--- src/hw/rtl/sit_pkg.sv ---
// Shared types for the segment intersection test pipeline.
package sit_pkg;

  // Sign of one cross product: negative, zero, or (neither) positive.
  typedef struct packed {
    logic neg;
    logic zero;
  } sign_t;

  // Load enables for the two pipeline stages inside the cross product unit.
  typedef struct packed {
    logic prod;
    logic sign;
  } stage_en_t;

endpackage

--- src/hw/rtl/sit_cross.sv ---
// Two-stage unit that returns the sign of ux*vy - uy*vx.
module sit_cross #(
  parameter int DIFF_BITS = 17
) (
  input  logic                        clk,
  input  sit_pkg::stage_en_t          en,
  input  logic signed [DIFF_BITS-1:0] ux,
  input  logic signed [DIFF_BITS-1:0] uy,
  input  logic signed [DIFF_BITS-1:0] vx,
  input  logic signed [DIFF_BITS-1:0] vy,
  output sit_pkg::sign_t              sign_o
);

  localparam int PROD_BITS = 2 * DIFF_BITS;

  logic signed [PROD_BITS-1:0] prod_a_r, prod_a_nxt;
  logic signed [PROD_BITS-1:0] prod_b_r, prod_b_nxt;
  logic signed [PROD_BITS:0]   cross_val;
  sit_pkg::sign_t              sign_r, sign_nxt;

  // Each product gets its own register before the subtraction.
  assign prod_a_nxt = PROD_BITS'(ux) * PROD_BITS'(vy);
  assign prod_b_nxt = PROD_BITS'(uy) * PROD_BITS'(vx);

  assign cross_val = $signed({prod_a_r[PROD_BITS-1], prod_a_r})
                   - $signed({prod_b_r[PROD_BITS-1], prod_b_r});

  always_comb begin
    sign_nxt.neg  = cross_val[PROD_BITS];
    sign_nxt.zero = (cross_val == '0);
  end

  always_ff @(posedge clk) begin
    if (en.prod) begin
      prod_a_r <= prod_a_nxt;
      prod_b_r <= prod_b_nxt;
    end
    if (en.sign) begin
      sign_r <= sign_nxt;
    end
  end

  assign sign_o = sign_r;

endmodule
--- config.mk ---
export PLATFORM = sky130hd
export DESIGN_NAME = sit_cross
export DESIGN_NICKNAME = d
export VERILOG_FILES = /design/src/hw/rtl/sit_pkg.sv /design/src/hw/rtl/sit_cross.sv
export SDC_FILE = /design/constraint.sdc
export NUM_CORES = 2
export LEC_CHECK = 0
export ABC_CLOCK_PERIOD_IN_PS = 8650
export BUFFER_PORTS_ARGS = -buffer_cell sky130_fd_sc_hd__buf_2
export CAP_MARGIN = 40
export CORE_MARGIN = 3
export CORE_UTILIZATION = 50
export CTS_BUF_LIST = sky130_fd_sc_hd__clkbuf_8 sky130_fd_sc_hd__clkbuf_16
export DETAILED_ROUTE_END_ITERATION = 16
export MAX_ROUTING_LAYER = met4
export PLACE_DENSITY_LB_ADDON = 0.15
export SLEW_MARGIN = 10
export SYNTH_ARGS = -nofsm -noshare
export SYNTH_HDL_FRONTEND = slang
export SYNTH_SLANG_ARGS = --single-unit
--- constraint.sdc ---
create_clock -name clk -period 8.65 [get_ports clk]
set_input_delay 1.2975 -clock clk [delete_from_list [all_inputs] [get_ports clk]]
set_output_delay 1.2975 -clock clk [all_outputs]
set_load 0.05 [all_outputs]
# Word level (Yosys, flattened, before mapping)
# Cells that the tools add are included.
dict set report totals {
  register_bits 70
  out_inout_bits 2
  inputBits 71
}
dict set report op_classes {
  addsub 1
  n_reduce_logical 1
  mul 2
}
# op n
set ops {}
lappend ops {{multiplier 17 x 17 -> 34 bit} 2}
lappend ops {{zero test 35 bit} 1}
lappend ops {{subtractor 34 x 34 -> 35 bit} 1}

# Depth between registers and ports, before layout
dict set report logic_depth {
  word_depth 2
  ltp_mapped 25
  mapped_depth_nobuf 24
}

# Least setup slack after synthesis
# OpenSTA, ideal clock, no wires.
dict set report synth_path {
  kind {input port to flip-flop}
  start {input vy[8]}
  end {register prod_a_r[33] (data pin)}
  path_buffers 2
  required_ps 8390
  stages 23
  arrival_ps 6834
  slack_ps 1556
  cell_sequence {clkbuf_1 clkbuf_1 nand2_1 fa_1 inv_1 fa_1 fa_1 fa_1 fa_1 inv_1 fa_1 inv_1 ha_1 a21o_1 a31oi_1 o21ai_0 a32oi_1 o21ai_1 o41ai_1 o21bai_1 a21oi_1 o21ai_1 xnor2_1}
}
dict set report synth_between {
  elab_chain_len 1
}
# item line_no
set synth_rtl {}
lappend synth_rtl {{start: declaration} sit_cross.sv:10} ;# input logic signed [DIFF_BITS-1:0] vy,
lappend synth_rtl {{multiplier 17 x 17 -> 34 bit} sit_cross.sv:22} ;# assign prod_a_nxt = PROD_BITS'(ux) * PROD_BITS'(vy);
lappend synth_rtl {{net prod_a_nxt[33]} sit_cross.sv:16} ;# logic signed [PROD_BITS-1:0] prod_a_r, prod_a_nxt;
lappend synth_rtl {{end signal: assignment} sit_cross.sv:35} ;# prod_a_r <= prod_a_nxt;
lappend synth_rtl {{end: declaration} sit_cross.sv:16}
# The timed path passes the listed nets, and every way through them passes these cells.
# A chain may end at the register's enable or synchronous reset.

# Worst setup path after layout
dict set report layout_path {
  start {input uy[10]}
  end {register prod_b_r[32] (data pin)}
}
dict set report layout_between {
  elab_chain_len 1
}
# item line_no
set layout_rtl {}
lappend layout_rtl {{start: declaration} sit_cross.sv:8} ;# input logic signed [DIFF_BITS-1:0] uy,
lappend layout_rtl {{multiplier 17 x 17 -> 34 bit} sit_cross.sv:23} ;# assign prod_b_nxt = PROD_BITS'(uy) * PROD_BITS'(vx);
lappend layout_rtl {{net prod_b_nxt[32]} sit_cross.sv:17} ;# logic signed [PROD_BITS-1:0] prod_b_r, prod_b_nxt;
lappend layout_rtl {{end signal: assignment} sit_cross.sv:36} ;# prod_b_r <= prod_b_nxt;
lappend layout_rtl {{end: declaration} sit_cross.sv:17}
# The timed path passes the listed nets, and every way through them passes these cells.

==> results.md <==
* Result of the run: finished clean
* Max Root-Sink Buffers at 2
* Routability-driven placement congestion ratio at 0.885
* Die Height at roughly 230 um
* Clock buffer count from CTS at 9
* Fraction of final layout cells with drive strength greater than 1 at 3.51%
* Synthesized area divided by synthesized cell count at 9.35 um2
* RSZ-0062 raised after global routing: false
* TritonCTS clock tree: built
* Number of buffers added for setup after CTS at 0
* Max-Slew Margin vs Limit at 51.2%
* Floorplan die width at 234 um
* Synthesized Nets at 3637
* Critical path depth at 22
* Yosys warns at 0
* Routed Wire Length at 57700 um
* HPWL reported at the end of detailed placement at 48500 um
* Initial antenna violation count at 0
* Critical path endpoint category: flip-flop
* Combined global-route utilization of all metal layers at 23.5%
* Count of fill cells added during filler insertion at 4771
* CP most frequent cell: fa_1
* Total clock sinks at 70
* Total overflow reported by the global router at 0
* Crit start category: input port
* Path type of the worst min-delay path: flip-flop to flip-flop
* Startpoint of the worst register-to-register path: prod_a_r[3]
* Max Slew Vio Count at 0
* Count of cell types in the netlist at 70
* Top Ports at 73
* Launch point of the worst path: uy[10]
* Predominant post-synthesis flop cell: edfxtp_1
* Clk slew on worst S/H paths at 0.05 ns
* Post-place setup slack at 0.938 ns
* Hold Vio Cnt, Final at 0
* Worst-path cell chain: buf_2 -> nand2_1 -> fa_1 -> fa_1 -> fa_1 -> inv_1 -> fa_1 -> fa_1 -> inv_1 -> fa_1 -> inv_1 -> ha_1 -> a21o_1 -> a21boi_0 -> inv_1 -> o31ai_2 -> o21ai_1 -> o311ai_1 -> a211o_1 -> o21ai_1 -> a21oi_1 -> xnor2_1
* Area of the placeable core at 0.0507 mm2
* Largest net degree at the start of global routing at 69
* FFs w/ async S/R, synth at 0%
* Depth of the most critical reg-to-reg path at 11
* H-tree depth at 3
* Critical Path Sink: prod_b_r[32]
* Delay-heaviest family, CP: adder cells
* Number of buffers inserted for hold repair after clock tree synthesis at 0
* Number of global-route vias before repair at 20000
* Worst-Skew Late Latency at about 0.35 ns
* Final instance area at 0.0270 mm2
* Achievable Freq at 135 MHz
* Share of synthesized area occupied by flip-flops and latches at 8.12%
* Slowest library cell on the worst path: fa_1
* Crit Reg-Reg Endpoint: sign_o[0]
* Fin nets at 3631
* Number of maximum-capacitance violations at 0
* Via count of the routed design at 18300
* Resized cells post-CTS at 0
* Post-Syn Instances at 2769
* Fin Setup TNS at 0 ns
* Flip-flop and latch count after synthesis at 70
* Crit path largest cell delay at 0.55 ns
* Final worst setup slack at ~1.3 ns
* Final setup skew at 0.00212 ns
* Avg WL per Cell at 16.8 um
* Buffer type at the clock tree root: clkbuf_16
* Count of nets left with antenna violations after detail routing at 0
* Highest fanout seen on the critical path at 17
* Slew at the pin with the worst max-slew slack at ~0.73 ns
* Number of violations reported at the end of detailed-routing iteration 0 at 1124
* Remaining routing DRC violations at 0
* Wire length of the first global-routing pass at 99600 um
* Vias per inst at 5.31
* Final worst path period share at between 80% and 90%
* Initial Utilization at 51.1%
* Bufs and invs on worst path at 5
* Num rows at 82
* Area of the die at 0.0545 mm2
* Worst setup path category: input port to flip-flop
* # diodes at 0
* Port bufs at 72
* Total iterations of the first detailed-routing run at 7
* Arrival time of the worst setup path at roughly 7.5 ns
* Count of flip-flops with a built-in enable after synthesis at 70
* Fin crit period at 7.40 ns
* Critical path data required time at 8.75 ns
* Flop-to-flop setup slack at 4.36 ns
* Worst hold margin at between 0.9 and 1 ns
* Area grow syn2layout at 4.39%
* Final number of setup-violating endpoints at 0
* Placed cell areas at 0.0267 mm2
* Area of the mapped netlist at ~0.026 mm2
[flip-flops by register name (all words and copies together) (netlist names)]
signal / cells
prod_a_r: 34
sign_o: 2
prod_b_r: 34
[routing by layer]
metal  share of wire (%)  global-route usage, %  vias to the layer above  wire length, um
li1                    -                      -                     8322                -
met1                  44                   31.9                     9551            25200
met2                  51                   39.8                      340            29700
met3                 3.7                   2.13                       56             2110
met4                 1.2                   3.54                        0              692
met5                   0                      -                        -                0
[how the worst min path moves through the flow]
stage,startpoint,end,cells past startpoint
after floorplan,prod_a_r[33],sign_o[1],2
after global placement,prod_a_r[30],sign_o[0],4
after detailed placement,prod_b_r[33],sign_o[1],4
after CTS,prod_b_r[33],sign_o[1],4
after global routing,prod_a_r[30],sign_o[0],4
final,prod_b_r[33],sign_o[1],4
[metrics by stage]
step	utilization (%)	cells
floorplan	-	2769
global placement	52.8	3423
detailed placement	52.8	3423
CTS	53.3	3438
global route	53.3	3439
finish	53.3	3439
[synth_stat cells, types with 6 or more instances]
cell type / n / share of area, %
inv_1: 674 / 9.8
fa_1: 593 / 46
and2_1: 291 / 7.0
nand2_1: 288 / 4.2
ha_1: 204 / 9.9
nor2_1: 85 / 1.2
clkbuf_1: 80 / 1.2
edfxtp_1: 70 / 8.1
xnor2_1: 69 / 2.3
a21oi_1: 67 / 1.3
o21ai_0: 44 / 0.85
a21o_1: 32 / 0.93
nand3_1: 20 / 0.39
nand2b_1: 19 / 0.46
o21bai_1: 18 / 0.52
xor2_1: 18 / 0.61
a31oi_1: 17 / 0.41
o21a_1: 15 / 0.43
o21ai_1: 14 / 0.27
nor3_1: 13 / 0.25
nand4_1: 12 / 0.29
nor2b_1: 11 / 0.27
buf_2: 9 / 0.17
o22ai_1: 8 / 0.19
o211ai_1: 7 / 0.20
or3_1: 7 / 0.17
a211oi_1: 6 / 0.17
[final cells by class]
class	count	area, um2	area share [%]
Multi-Input combinational cell	1933	20900	77.3
Timing Repair Buffer	75	403	1.49
Clock buffer	9	225	0.833
Inverter	674	2530	9.36
Sequential cell	70	2100	7.78
Tap cell	672	841	3.11
Clock inverter	6	25.0	0.0926
[kinds of logic (layout without fill, tap and decap cells)]
logic type / Yosys count / count (layout) / share of synthesized area [%]
AOI/OAI and AO/OA: 279 / 279 / 7.09
xor gates and xnor gates: 87 / 87 / 2.94
adders and majority gates: 797 / 797 / 55.7
buffers and inverters: 766 / 764 / 11.2
DFF: 70 / 70 / 8.12
muxes: 5 / 5 / 0.198
and+or+nand+nor: 765 / 765 / 14.8
[cells in the final DEF, fill, tap and decap left out, drive strengths merged, types with 18 or more instances in the layout]
cell type / instances
inv: 678
fa: 593
and2: 291
nand2: 288
ha: 204
nor2: 87
buf: 75
edfxtp: 70
xnor2: 69
a21oi: 68
o21ai: 58
a21o: 32
nand3: 20
nand2b: 19
xor2: 18
o21bai: 18
[worst min-delay path, cell delays in order, from the launching register on]
cell and delay, ns:
edfxtp_1 0.32, inv_1 0.04, ha_1 0.16, inv_1 0.08, a41o_1 0.22
Power is left out: the tool's default activity adds up to more than one toggle a clock period on the data nets, which glitch-free logic cannot reach.
